File: config.mk
export PLATFORM = sky130hd
export DESIGN_NAME = status_frame_deframer
export DESIGN_NICKNAME = d
export VERILOG_FILES = /design/src/rtl/core/sfd_pkg.sv /design/src/rtl/core/status_frame_deframer.sv
export SDC_FILE = /design/constraint.sdc
export NUM_CORES = 1
export LEC_CHECK = 0
export ABC_CLOCK_PERIOD_IN_PS = 4400
export BUFFER_PORTS_ARGS = -buffer_cell sky130_fd_sc_hd__buf_2
export CAP_MARGIN = 0
export CORE_ASPECT_RATIO = 1.75
export CORE_UTILIZATION = 45
export DETAILED_ROUTE_END_ITERATION = 16
export MAX_ROUTING_LAYER = met4
export SLEW_MARGIN = 20
export SYNTH_ARGS = -nofsm -noshare
export SYNTH_HDL_FRONTEND = slang
export SYNTH_SLANG_ARGS = --single-unit
File: constraint.sdc
create_clock -name clk -period 4.4 [get_ports clk]
set_input_delay 0.44 -clock clk [delete_from_list [all_inputs] [get_ports clk]]
set_output_delay 0.44 -clock clk [all_outputs]
set_load 0.02 [all_outputs]
File: src/rtl/core/sfd_pkg.sv
// sfd_pkg: event codes, slave kinds, register indexes and command id decode
// shared by the status frame deframer; no dependencies
package sfd_pkg;

  typedef logic [2:0] event_t;
  localparam event_t EV_HEADER  = 3'd0;
  localparam event_t EV_PAYLOAD = 3'd1;
  localparam event_t EV_GOOD    = 3'd2;
  localparam event_t EV_BAD     = 3'd3;
  localparam event_t EV_TRUNC   = 3'd4;
  localparam event_t EV_IGNORED = 3'd5;

  typedef logic [1:0] kind_t;
  localparam kind_t KIND_RT   = 2'd0;
  localparam kind_t KIND_IF   = 2'd1;
  localparam kind_t KIND_ATT  = 2'd2;
  localparam kind_t KIND_NONE = 2'd3;

  typedef logic [2:0] reg_idx_t;
  localparam reg_idx_t REG_RF_FORWARD = 3'd0;
  localparam reg_idx_t REG_RF_AFT     = 3'd1;
  localparam reg_idx_t REG_IF_FORWARD = 3'd2;
  localparam reg_idx_t REG_IF_AFT     = 3'd3;
  localparam reg_idx_t REG_ATTENUATOR = 3'd4;

  // command ids
  localparam logic [7:0] CMD_STATUS    = 8'h01;
  localparam logic [7:0] CMD_RESET     = 8'h02;
  localparam logic [7:0] CMD_SELFTEST  = 8'h05;
  localparam logic [7:0] CMD_RT_EXTRA  = 8'h06;
  localparam logic [7:0] CMD_VERSION   = 8'h10;
  localparam logic [7:0] CMD_ATT_FIRST = 8'h11;
  localparam logic [7:0] CMD_ATT_LAST  = 8'h15;

  function automatic logic cmd_known(input kind_t kind, input logic [7:0] c);
    logic common;
    common = (c == CMD_STATUS) || (c == CMD_RESET) || (c == CMD_SELFTEST) ||
             (c == CMD_VERSION);
    case (kind)
      KIND_RT:  cmd_known = common || (c == CMD_RT_EXTRA);
      KIND_IF:  cmd_known = common;
      KIND_ATT: cmd_known = common || ((c >= CMD_ATT_FIRST) && (c <= CMD_ATT_LAST));
      default:  cmd_known = 1'b0;
    endcase
  endfunction

endpackage

File: src/rtl/core/status_frame_deframer.sv
// status_frame_deframer: top level, byte-wise parser of error-status frames
// depends on sfd_pkg for event codes, slave kinds and command id decode
//
// Takes one status byte per transaction and returns exactly one result
// transaction for it. A frame is address, length, command id, length status
// bytes and a checksum that must equal the 8-bit wrapping sum of all earlier
// bytes. Each byte is decoded in the cycle it is accepted and its result is
// held in the output register, and a new byte can be taken every cycle; the
// only thing that slows the input is the output register: while a result
// waits and out_ready is low, in_ready is low. The address byte of each
// frame sets that slave's bit in a sticky dead-slave map (SLAVE_SLOTS bits,
// addresses beyond it are ignored); out_dead_map shows the low eight bits.
// Slave addresses are set through the cfg_ write port, which must only be
// written while the block is idle.
module status_frame_deframer #(
  parameter int SLAVE_SLOTS = 8
) (
  input  logic              clk,
  input  logic              rst_n,
  // configuration
  input  logic              cfg_we,
  input  sfd_pkg::reg_idx_t cfg_index,
  input  logic [7:0]        cfg_wdata,
  // input transactions
  input  logic              in_valid,
  output logic              in_ready,
  input  logic [7:0]        in_byte,
  input  logic              in_fifo_empty,
  input  logic              in_frame_start,
  // result transactions
  output logic              out_valid,
  input  logic              out_ready,
  output sfd_pkg::event_t   out_event_res,
  output logic [7:0]        out_payload_byte,
  output logic [7:0]        out_payload_index,
  output logic [7:0]        out_slave_addr,
  output logic [7:0]        out_command_id,
  output sfd_pkg::kind_t    out_slave_kind,
  output logic              out_command_known,
  output logic [7:0]        out_computed_sum,
  output logic [7:0]        out_dead_map
);
  import sfd_pkg::*;

  // map padded to at least eight bits for the output view
  localparam int MapW = (SLAVE_SLOTS > 8) ? SLAVE_SLOTS : 8;

  typedef enum logic [2:0] {
    PH_IDLE, PH_LEN, PH_CMD, PH_DATA, PH_SUM
  } phase_t;

  // frame state
  phase_t                 phase_r, phase_nxt;
  logic [7:0]             sum_r, sum_nxt;
  logic [7:0]             addr_r, addr_nxt;
  logic [7:0]             len_r, len_nxt;
  logic [7:0]             seen_r, seen_nxt;
  logic [7:0]             cmd_r, cmd_nxt;
  logic [SLAVE_SLOTS-1:0] dead_r, dead_nxt;
  logic [MapW-1:0]        dead_ext;

  // slave address registers
  logic [7:0] rf_fwd_r, rf_aft_r, if_fwd_r, if_aft_r, att_r;

  // output register
  logic       out_valid_r;
  event_t     ev_r, ev_nxt;
  logic [7:0] pbyte_r, pbyte_nxt;
  logic [7:0] pidx_r, pidx_nxt;
  logic [7:0] oaddr_r, ocmd_r, osum_r, odead_r;
  kind_t      kind_r, kind_nxt;
  logic       known_r, known_nxt;

  logic  in_acc;
  kind_t frame_kind;

  // output register empties when taken, so a byte goes in whenever a slot is free
  assign in_ready = !out_valid_r || out_ready;
  assign in_acc   = in_valid && in_ready;

  // slave kind of the current frame, first match in register order wins
  always_comb begin
    if ((addr_r == rf_fwd_r) || (addr_r == rf_aft_r)) begin
      frame_kind = KIND_RT;
    end else if ((addr_r == if_fwd_r) || (addr_r == if_aft_r)) begin
      frame_kind = KIND_IF;
    end else if (addr_r == att_r) begin
      frame_kind = KIND_ATT;
    end else begin
      frame_kind = KIND_NONE;
    end
  end

  // per-byte decode
  always_comb begin
    phase_nxt = phase_r;
    sum_nxt   = sum_r;
    addr_nxt  = addr_r;
    len_nxt   = len_r;
    seen_nxt  = seen_r;
    cmd_nxt   = cmd_r;
    dead_nxt  = dead_r;
    ev_nxt    = EV_IGNORED;
    pbyte_nxt = 8'd0;
    pidx_nxt  = 8'd0;
    kind_nxt  = KIND_NONE;
    known_nxt = 1'b0;

    if (in_fifo_empty) begin
      // empty fifo abandons a frame in progress, ignored while idle
      if (phase_r != PH_IDLE) begin
        ev_nxt    = EV_TRUNC;
        phase_nxt = PH_IDLE;
      end
    end else if (in_frame_start) begin
      // new frame, drops any frame in progress without a report
      addr_nxt  = in_byte;
      sum_nxt   = in_byte;
      len_nxt   = 8'd0;
      seen_nxt  = 8'd0;
      cmd_nxt   = 8'd0;
      for (int i = 0; i < SLAVE_SLOTS; i++) begin
        if (in_byte == 8'(i)) begin
          dead_nxt[i] = 1'b1;
        end
      end
      phase_nxt = PH_LEN;
      ev_nxt    = EV_HEADER;
    end else begin
      case (phase_r)
        PH_IDLE: begin
          ev_nxt = EV_IGNORED;
        end
        PH_LEN: begin
          len_nxt   = in_byte;
          sum_nxt   = sum_r + in_byte;
          phase_nxt = PH_CMD;
          ev_nxt    = EV_HEADER;
        end
        PH_CMD: begin
          cmd_nxt   = in_byte;
          sum_nxt   = sum_r + in_byte;
          // zero length goes straight to the checksum
          phase_nxt = (len_r == 8'd0) ? PH_SUM : PH_DATA;
          ev_nxt    = EV_HEADER;
        end
        PH_DATA: begin
          pbyte_nxt = in_byte;
          pidx_nxt  = seen_r;
          sum_nxt   = sum_r + in_byte;
          seen_nxt  = seen_r + 8'd1;
          if (seen_nxt >= len_r) begin
            phase_nxt = PH_SUM;
          end
          ev_nxt    = EV_PAYLOAD;
        end
        PH_SUM: begin
          ev_nxt    = (in_byte == sum_r) ? EV_GOOD : EV_BAD;
          kind_nxt  = frame_kind;
          known_nxt = cmd_known(frame_kind, cmd_r);
          phase_nxt = PH_IDLE;
        end
        default: begin
          phase_nxt = PH_IDLE;
          ev_nxt    = EV_IGNORED;
        end
      endcase
    end
  end

  assign dead_ext = MapW'(dead_nxt);

  // state, configuration and output register
  always_ff @(posedge clk) begin
    if (!rst_n) begin
      phase_r     <= PH_IDLE;
      sum_r       <= 8'd0;
      addr_r      <= 8'd0;
      len_r       <= 8'd0;
      seen_r      <= 8'd0;
      cmd_r       <= 8'd0;
      dead_r      <= '0;
      rf_fwd_r    <= 8'd0;
      rf_aft_r    <= 8'd1;
      if_fwd_r    <= 8'd2;
      if_aft_r    <= 8'd3;
      att_r       <= 8'd4;
      out_valid_r <= 1'b0;
    end else begin
      if (cfg_we) begin
        case (cfg_index)
          REG_RF_FORWARD: rf_fwd_r <= cfg_wdata;
          REG_RF_AFT:     rf_aft_r <= cfg_wdata;
          REG_IF_FORWARD: if_fwd_r <= cfg_wdata;
          REG_IF_AFT:     if_aft_r <= cfg_wdata;
          REG_ATTENUATOR: att_r    <= cfg_wdata;
          default: ;
        endcase
      end
      if (in_acc) begin
        phase_r     <= phase_nxt;
        sum_r       <= sum_nxt;
        addr_r      <= addr_nxt;
        len_r       <= len_nxt;
        seen_r      <= seen_nxt;
        cmd_r       <= cmd_nxt;
        dead_r      <= dead_nxt;
        out_valid_r <= 1'b1;
        ev_r        <= ev_nxt;
        pbyte_r     <= pbyte_nxt;
        pidx_r      <= pidx_nxt;
        oaddr_r     <= addr_nxt;
        ocmd_r      <= cmd_nxt;
        kind_r      <= kind_nxt;
        known_r     <= known_nxt;
        osum_r      <= sum_nxt;
        odead_r     <= dead_ext[7:0];
      end else if (out_ready) begin
        out_valid_r <= 1'b0;
      end
    end
  end

  assign out_valid         = out_valid_r;
  assign out_event_res     = ev_r;
  assign out_payload_byte  = pbyte_r;
  assign out_payload_index = pidx_r;
  assign out_slave_addr    = oaddr_r;
  assign out_command_id    = ocmd_r;
  assign out_slave_kind    = kind_r;
  assign out_command_known = known_r;
  assign out_computed_sum  = osum_r;
  assign out_dead_map      = odead_r;

`ifndef ASSERT_OFF
  // a free output slot always takes a byte
  a_ready_when_empty: assert property (@(posedge clk) disable iff (!rst_n)
    !out_valid_r |-> in_ready)
    else $error("in_ready low with empty output register");

  // kind and command decode only reported at the checksum
  a_kind_only_at_end: assert property (@(posedge clk) disable iff (!rst_n)
    out_valid_r && (ev_r != EV_GOOD) && (ev_r != EV_BAD)
      |-> (kind_r == KIND_NONE) && !known_r)
    else $error("slave kind reported outside frame end");

  // status byte field is zero unless a payload event
  a_payload_zero: assert property (@(posedge clk) disable iff (!rst_n)
    out_valid_r && (ev_r != EV_PAYLOAD) |-> (pbyte_r == 8'd0) && (pidx_r == 8'd0))
    else $error("payload fields set on non-payload event");

  // dead map is sticky
  a_dead_sticky: assert property (@(posedge clk) disable iff (!rst_n)
    $past(rst_n) |-> ((dead_r & $past(dead_r)) == $past(dead_r)))
    else $error("dead-slave bit cleared");

  // a pending result is not overwritten by a stalled output
  a_hold_result: assert property (@(posedge clk) disable iff (!rst_n)
    out_valid_r && !out_ready |=> out_valid_r && $stable(ev_r) && $stable(osum_r))
    else $error("stalled result changed");
`endif

endmodule
==> results.toml, run 1 <==
[hold_path]
hp-start = "cfg_wdata[6]"
holdCritPathClass = "in -> reg"

[synthesis]
synth-main-ff-cell = "dfxtp_1"
synth_top_area_share_pct = 26.3
ys_seq_area_share_pct = 49.4
synth_area_leader_cell = "dfxtp_1"
synthArstFlopShare_pct = 0
yosys_warnings = 0
synth.distinct_cells = 63
synth_cells = 767
synth_enable_flop_cells = 54
synth.avg_cell_area_um2 = 9.14
synth_area_leaders = "dfxtp_1, edfxtp_1, nand2_1"
syn_area_um2 = 7010
syn_nets = 810
synth_seq_cells = 146

[setup_path]
crit_chain = "nand3_1 > nor3_1 > xor2_1 > ha_1 > nand4_1 > or3_1 > o32ai_1 > nand2_1 > o41ai_1"
critPathArrivalTime_ns = 3.35
startpoint = "seen_r[2]"
rr_startpoint = "seen_r[2]"
slowest_delay_ns = 0.67
slowest_stage = "o32ai_1"
startpoint_type = "register"
endpoint_kind = "register"
worstPathMaxFanout = 6
crit_type = "reg -> reg"
critical_path_required_ns = 4.72

[sta]
maxSlewHeadroom_pct = 38.3
drv_slew = 0
rsz0062_at_grt = "no"
fin_skew_ns = 0.00696
setup-tns-final_ns = 0
post-route-period-util_pct = 68.9
layout_min_cycle_time_ns = 3.03
worst_slew_pin_slew_ns = 0.924
max_clock_freq_mhz = 330
setup_viol = 0
worst_slack_ns = 1.37
finalHoldViolCount = 0

[layout]
final_common_cell = "nand2_1"
finalNonFillerCells = 1023
nNetsFinal = 867
drive_gt1_share_pct = 16.5
area_delta_synth_final_pct = 15.7
antennaDiodeCount = 0
mostFrequentLayoutCells = "nand2_1, dfxtp_1, buf_2, a21oi_1, nor2_1"

[pwr]
intPower_mw = 2.39
powerDensity_nw_per_um2 = 396
p_switching_uw = 829
power_mw = 3.22
leakage_nw = 3.06
clockPowerShare_pct = 44.7
seq_power_share_pct = 45.9
vdd_drop_max_uv = 260
switching_share_pct = 25.8
combPwrFrac_pct = 9.4

[floorplan]
design.die.area_um2 = 16100
dieHeight_um = 167
core_area_um2 = 15300
row_count = 60
io_pins = 82
die_x_um = 96.4
start_util_pct = 45.8

[drt]
dr_total_vias = 5842
initialDrtViolationCount = 304
routed_wl_um = 19300
routed_via_density = 5.71
firstDrtPassIters = 5
drc_errors = 0
ant_nets = 0
wl_per_cell_um = 18.8

[cts]
clk_pin_slew_ns = 0.06
cts_tree = "built"
clk_latency_ns = 0.42
cts_resized = 0
post-cts-setup-buffer-count = 0
cts_buffers = 17
clock-sinks = 146
cts_buffer_depth = 2
htreeDepth = 4
postCtsHoldBufs = 0
clock-root-buffer = "clkbuf_16"

[placement]
io_buffers = 81
place_ws_ns = 1.43
place_congestion = 0.875
place_inst = 991
dp_hpwl_um = 13600

[job]
maxCapViolations = 0

[global_route]
grt_overflow = 0
antenna_found_initial = 0
grt_start_max_net_pins = 81
grt_pass1_vias = 5831
grt_pass1_wl_um = 30000
track_usage_pct = 25.8

[status]
outcome = "finished clean"
critical path: cells and delay by family (launching register included):
| kind | cells | cell delay, ns |
|---|---|---|
| AO/OA/AOI/OAI | 2 | 0.97 |
| XOR/XNOR | 1 | 0.14 |
| adder cells (fa/ha/maj) | 1 | 0.32 |
| flip-flops | 1 | 0.41 |
| AND/OR/NAND/NOR | 5 | 1.09 |
cell families after synthesis:
family / count (synthesis) / synth area share, %
buffers and inverters: 70 / 3.80
xor gates and xnor gates: 49 / 6.12
AOI/OAI and AO/OA: 160 / 14.5
and+or+nand+nor: 314 / 21.4
adders and majority gates: 17 / 3.14
DFF: 146 / 49.4
muxes: 11 / 1.71
per-stage QoR:
step | hold slack (ns) | utilization (%) | instance area [µm²]
after floorplan | 0.431 | - | 7010
after global placement | 0.441 | 49.2 | 7530
after CTS | 0.312 | 53.0 | 8110
after detailed placement | 0.459 | 49.2 | 7530
after global routing | 0.321 | 53.0 | 8110
final | 0.319 | 53.0 | 8110
layer usage:
| layer | up-vias | global-route usage [%] | routed length, µm |
|---|---|---|---|
| met1 | 2777 | 26.3 | 7090 |
| met3 | 61 | 3.45 | 695 |
| met4 | 0 | 14.0 | 958 |
| li1 | 2849 | - | - |
| met2 | 155 | 46.1 | 10500 |
| met5 | - | - | 0 |
worst paths after layout:
path                 end  slack (ns)  cells past startpoint
min reg2reg  rf_fwd_r[4]        0.46                      2
max reg2reg   phase_r[0]        1.37                      9
max           phase_r[0]        1.37                      9
min          rf_aft_r[6]        0.32                      3
power groups by stage:
stage          sequential [mW]  clock (mW)  combinational, mW
5_1_grt                   1.48        1.52              0.332
6_report                  1.48        1.44              0.304
4_1_cts                   1.48        1.46              0.304
3_5_place_dp              1.51           0              0.303
3_3_place_gp              1.50           0              0.296
2_1_floorplan             1.51           0              0.188
synthesized netlist by cell type, drive strengths merged (4+ instances only):
cell    instances
xor2           12
nand3          13
nand2b          4
nor4            9
and3           22
a22o            8
o21ai          24
nand2         123
inv            20
ha             16
buf             4
or3             6
mux2            8
a21o            5
clkbuf         45
a21oi          65
o22ai           4
o21a            9
or4             4
edfxtp         54
nor2b          10
xnor2          37
nor2           63
dfxtp          92
a22oi           8
o21bai          4
nor3           22
nand4          22
a31oi           4
cell type report:
cell class	count	area [µm²]
Sequential cell	146	3460
Timing Repair Buffer	87	463
Clock buffer	18	429
Inverter	21	78.8
Clock inverter	14	153
Multi-Input combinational cell	551	3290
Tap cell	186	233
Fill cell	1465	7200
flip-flops by register name, summed over array words and instances (netlist names), 2 cells and up:
register,flops
out_slave_addr,8
len_r,8
addr_r,8
out_payload_byte,8
if_aft_r,8
out_slave_kind,2
rf_aft_r,8
out_computed_sum,8
cmd_r,8
seen_r,8
att_r,8
dead_r,8
phase_r,3
out_dead_map,8
out_event_res,3
if_fwd_r,8
out_payload_index,8
sum_r,8
rf_fwd_r,8
out_command_id,8
(Power assumes the default switching activity.)
==> inputs of run 2 (changes only) <==
Settings changed: ABC_CLOCK_PERIOD_IN_PS 4400 to 2550, PLACE_DENSITY set to 0.67.
Clock period 4.4 ns to 2.55 ns, I/O delays scaled along.
==> results.toml, run 2 (same netlist as run 1, synthesis figures left out) <==
[status]
outcome = "complete, but fails checks"
violations = "negative setup slack"

[drt]
firstDrtPassIters = 5
dr_total_vias = 6022
initialDrtViolationCount = 445
drc_errors = 0
ant_nets = 0
routed_wl_um = 19100
met2_length_um = 10300
route.met3.wl_um = 773
highest_layer = "met4"
wl_met1_um = 6900
wl_per_cell_um = 18.2
routed_via_density = 5.73

[cts]
htreeDepth = 4
cts_buffers = 17
clk_pin_slew_ns = 0.07
clock-sinks = 146
cts_buffer_depth = 2
postCtsHoldBufs = 0
clk_latency_ns = 0.42
clock-root-buffer = "clkbuf_16"
cts_tree = "built"

[setup_path]
endpoint_kind = "register"
critPathArrivalTime_ns = 2.92
reg2reg_slack_ns = -0.04
worstPathMaxFanout = 6
rr_endpoint = "phase_r[0]"
rr_worst_depth = 10
crit_type = "reg -> reg"
critical_path_required_ns = 2.88
startpoint_type = "register"
rr_startpoint = "seen_r[1]"

[placement]
dp_hpwl_um = 13600
place_congestion = 0.937
place_inst = 1016
io_buffers = 81

[job]
maxCapViolations = 0

[sta]
fin_skew_ns = 0.00781
maxSlewHeadroom_pct = 42.0
rsz0062_at_grt = "yes"
post-route-period-util_pct = 102
finalHoldViolCount = 0
worst_slew_pin_slew_ns = 0.864
layout_min_cycle_time_ns = 2.59
drv_slew = 0
worst_slack_ns = -0.0404
max_clock_freq_mhz = 386
setup_viol = 1

[pwr]
powerDensity_nw_per_um2 = 667
power_mw = 5.65
leakage_nw = 3.23
vdd_drop_max_uv = 443

[layout]
area_delta_synth_final_pct = 20.9
mostFrequentLayoutCells = "nand2_1, dfxtp_1, buf_2, a21oi_1, nor2_1"
drive_gt1_share_pct = 21.7
antennaDiodeCount = 0
nNetsFinal = 895
final_common_cell = "nand2_1"
multi_input_area_um2 = 3410
fillCellCount = 1437
finalNonFillerCells = 1051
seq_area_um2 = 3480

[floorplan]
start_util_pct = 45.8
core_area_um2 = 15300
row_count = 60
dieHeight_um = 167
io_pins = 82
die_x_um = 96.4
design.die.area_um2 = 16100

[global_route]
grt_pass1_wl_um = 30100
antenna_found_initial = 0
grt_start_max_net_pins = 77
grt_pass1_vias = 5897
grt_overflow = 0
track_usage_pct = 25.7

[hold_path]
hp-start = "cfg_wdata[6]"
hold_end = "rf_fwd_r[6]"
worstHoldPathCells = 3
holdCritPathClass = "in -> reg"
run 2: power by group:
group / switching [mW] / total, mW / leakage [nW] / internal [mW]
registers: 0.0609 / 2.54 / 1.26 / 2.48
logic: 0.352 / 0.551 / 1.68 / 0.199
clock network: 1.06 / 2.56 / 0.287 / 1.50
run 2: layout make-up:
class	count	share of cell area (%)
tap	186	2.74
inverter	21	0.930
clock buffer	18	5.18
timing repair buffer	115	7.94
clock inverter	14	1.93
multi-input combinational	551	40.2
sequential	146	41.0
run 2: timing repair:
| item | 4_1_cts | 5_1_grt |
|---|---|---|
| pin swaps | 6 | 11 |
| setup endpoints to repair | 3 | 3 |
| resized for setup | 7 | 18 |
| buffers inserted | 0 | 3 |
run 2: stage by stage:
stage / instance area, µm² / utilization [%] / setup TNS (ns) / setup slack (ns) / hold slack, ns
6_report: 8480 / 55.4 / -0.0404 / -0.0404 / 0.132
4_1_cts: 8380 / 54.7 / 0 / 0.0110 / 0.129
2_1_floorplan: 7030 / - / 0 / 0.0295 / 0.379
5_1_grt: 8480 / 55.4 / -0.472 / -0.182 / 0.140
3_3_place_gp: 7740 / 50.5 / 0 / 0.00679 / 0.442
3_5_place_dp: 7740 / 50.5 / -0.123 / -0.0760 / 0.447
run 2: critical path, cell delays in order, from the launching register on:
cell and delay, ns:
dfxtp_4 0.38, ha_4 0.15, nand3_4 0.10, nor2_4 0.14
xor2_2 0.17, ha_1 0.27, o21a_1 0.24, a2111oi_4 0.41
o32ai_4 0.17, or3_1 0.41, o41ai_2 0.05
run 2: worst max path at each step:
| stage | end | cells past startpoint | slack, ns | from |
|---|---|---|---|---|
| 4_1_cts | phase_r[0] | 10 | 0.01 | seen_r[0] |
| 6_report | phase_r[0] | 10 | -0.04 | seen_r[1] |
| 5_1_grt | phase_r[0] | 9 | -0.18 | seen_r[2] |
| 2_1_floorplan | phase_r[0] | 10 | 0.03 | seen_r[0] |
| 3_5_place_dp | phase_r[0] | 9 | -0.08 | seen_r[2] |
| 3_3_place_gp | phase_r[0] | 9 | 0.007 | seen_r[2] |
run 2: metal layers:
metal,global-route usage (%),vias up
met1,25.5,2878
met5,-,-
met4,16.1,0
li1,-,2893
met3,4.77,72
met2,44.7,179
==> inputs of run 3 (changes only) <==
Settings changed: ABC_AREA set to 1.
==> results.toml, run 3 <==
[synthesis]
yosys_warnings = 0
syn_area_um2 = 7130
synth_common_cells = "nor2_1, nand2_1, inv_1, dfxtp_1, o21ai_0"
synth.distinct_cells = 41
synth-main-ff-cell = "dfxtp_1"
synthArstFlopShare_pct = 0
ys_seq_area_share_pct = 48.6
synth_cells = 874
synth_area_leader_cell = "dfxtp_1"
synth_seq_cells = 146
synth_top_area_share_pct = 25.8
synth_area_leaders = "dfxtp_1, edfxtp_1, nor2_1"
synth.avg_cell_area_um2 = 8.16
synth_enable_flop_cells = 54
synth.most_common_cell = "nor2_1"
syn_nets = 917

[layout]
antennaDiodeCount = 0
nNetsFinal = 997
finalNonFillerCells = 1153
final_common_cell = "nor2_1"
area_delta_synth_final_pct = 16.7
mostFrequentLayoutCells = "nor2_1, nand2_1, inv_1, dfxtp_1, buf_2"
drive_gt1_share_pct = 16.0
fillCellCount = 1456
post-route-util_pct = 53.8
fin_area_um2 = 8320

[cts]
clock-sinks = 146
cts_buffer_depth = 2
htreeDepth = 4
clk_pin_slew_ns = 0.06
cts_buffers = 17
clock-root-buffer = "clkbuf_16"
cts_tree = "built"
clk_latency_ns = 0.42

[drt]
routed_wl_um = 18200
drc_errors = 0
dr_total_vias = 6076
wl_per_cell_um = 15.8
ant_nets = 0
initialDrtViolationCount = 245
firstDrtPassIters = 7
routed_via_density = 5.27

[hold_path]
holdCritPathClass = "in -> reg"
worstHoldPathCells = 3

[floorplan]
core_area_um2 = 15500
design.die.area_um2 = 16400
dieHeight_um = 169
die_x_um = 97.2
io_pins = 82
start_util_pct = 46.1
row_count = 60

[sta]
layout_min_cycle_time_ns = 2.40
holdWs_ns = 0.108
setup_viol = 0
fin_skew_ns = 0.00822
worst_slew_pin_slew_ns = 0.525
max_clock_freq_mhz = 416
post-route-period-util_pct = 94.2
maxSlewHeadroom_pct = 65.0
finalHoldViolCount = 0
drv_slew = 0

[setup_path]
rr_worst_depth = 13
reg2reg_slack_ns = 0.15
endpoint_kind = "register"
startpoint_type = "register"
critical_path_required_ns = 2.90
critPathArrivalTime_ns = 2.76
worstPathMaxFanout = 5
crit_type = "reg -> reg"

[global_route]
grt_start_max_net_pins = 53
grt_overflow = 0
track_usage_pct = 23.6
grt_pass1_vias = 5947
antenna_found_initial = 0
grt_pass1_wl_um = 29200

[placement]
place_area_um2 = 7660
dp_hpwl_um = 13500
place_inst = 1119
place_congestion = 0.938
io_buffers = 81

[job]
maxCapViolations = 0

[pwr]
vdd_drop_max_uv = 391
power_mw = 6.00
powerDensity_nw_per_um2 = 721
leakage_nw = 3.76

[status]
outcome = "finished clean"
-- run 3: changes by cell type in the layout (fill, tap and decap cells not counted), sizes merged, moves of 10 or more --
cell	previous run	this run
nand3	13	41
buf	115	90
a211oi	2	18
nor2	63	158
nor3	22	8
and3	22	0
xnor2	37	8
o21ai	24	77
xor2	12	34
a21oi	65	46
nand4	22	12
nor2b	10	0
inv	28	125
-- run 3: metrics by stage --
step           setup TNS [ns]  setup WS, ns
2_1_floorplan               0         0.482
3_3_place_gp                0         0.247
3_5_place_dp                0         0.205
4_1_cts                     0         0.191
5_1_grt               -0.0357       -0.0357
6_report                    0         0.148
-- run 3: timing repair --
item / in CTS / in global routing
resized for setup: 0 / 4
setup buffers: 0 / 2
hold buffers: 0 / 0
endpoints found under the setup margin: 0 / 3
-- run 3: kinds of logic (layout without fill, tap and decap cells) --
kind of cell,count (synthesis),in the layout,share of synthesized area [%]
compound gates,164,164,13.1
xor+xnor,42,42,5.16
fa+ha+maj,17,17,3.09
buf+inv,153,246,8.88
flops,146,146,48.6
simple gates,352,352,21.2
-- run 3: worst paths after layout --
check	end	startpoint
hold / removal	att_r[2]	cfg_wdata[2]
setup / recovery	phase_r[2]	seen_r[2]
hold reg to reg	dead_r[0]	dead_r[0]
setup reg to reg	phase_r[2]	seen_r[2]
-- run 3: cell type report --
type                            instances  area, µm²  share of cell area, %
Clock buffer                           17        425                   5.11
Multi-Input combinational cell        575       3060                   36.7
Inverter                              124        465                   5.59
Tap cell                              186        233                   2.80
Timing Repair Buffer                   90        473                   5.68
Clock inverter                         15        205                   2.47
Sequential cell                       146       3460                   41.6
-- run 3: report_power, final --
| group | total [mW] | internal [mW] | switching, mW |
|---|---|---|---|
| logic | 0.736 | 0.238 | 0.499 |
| clock network | 2.67 | 1.65 | 1.02 |
| registers | 2.59 | 2.52 | 0.0707 |
-- run 3: metal layers --
| metal | wire length, µm | share of wire (%) | up-vias | GRT usage [%] |
|---|---|---|---|---|
| met2 | 9810 | 54 | 190 | 42.7 |
| met4 | 1100 | 6.0 | 0 | 16.5 |
| met1 | 6650 | 36 | 2797 | 22.8 |
| met3 | 672 | 3.7 | 62 | 3.59 |
| met5 | 0 | 0 | - | - |
| li1 | - | - | 3027 | - |
-- run 3: worst max-delay path, stage by stage (launching register included) --
cell and delay [ns]:
dfxtp_1 0.39, nand3_2 0.13, nor3_2 0.23, nand3_1 0.11, xor2_1 0.15, inv_1 0.07, ha_1 0.32, a21oi_1 0.17
nand3_1 0.09, a21oi_1 0.11, nand4_1 0.20, nand2_1 0.13, nand2_1 0.08, a21oi_2 0.16
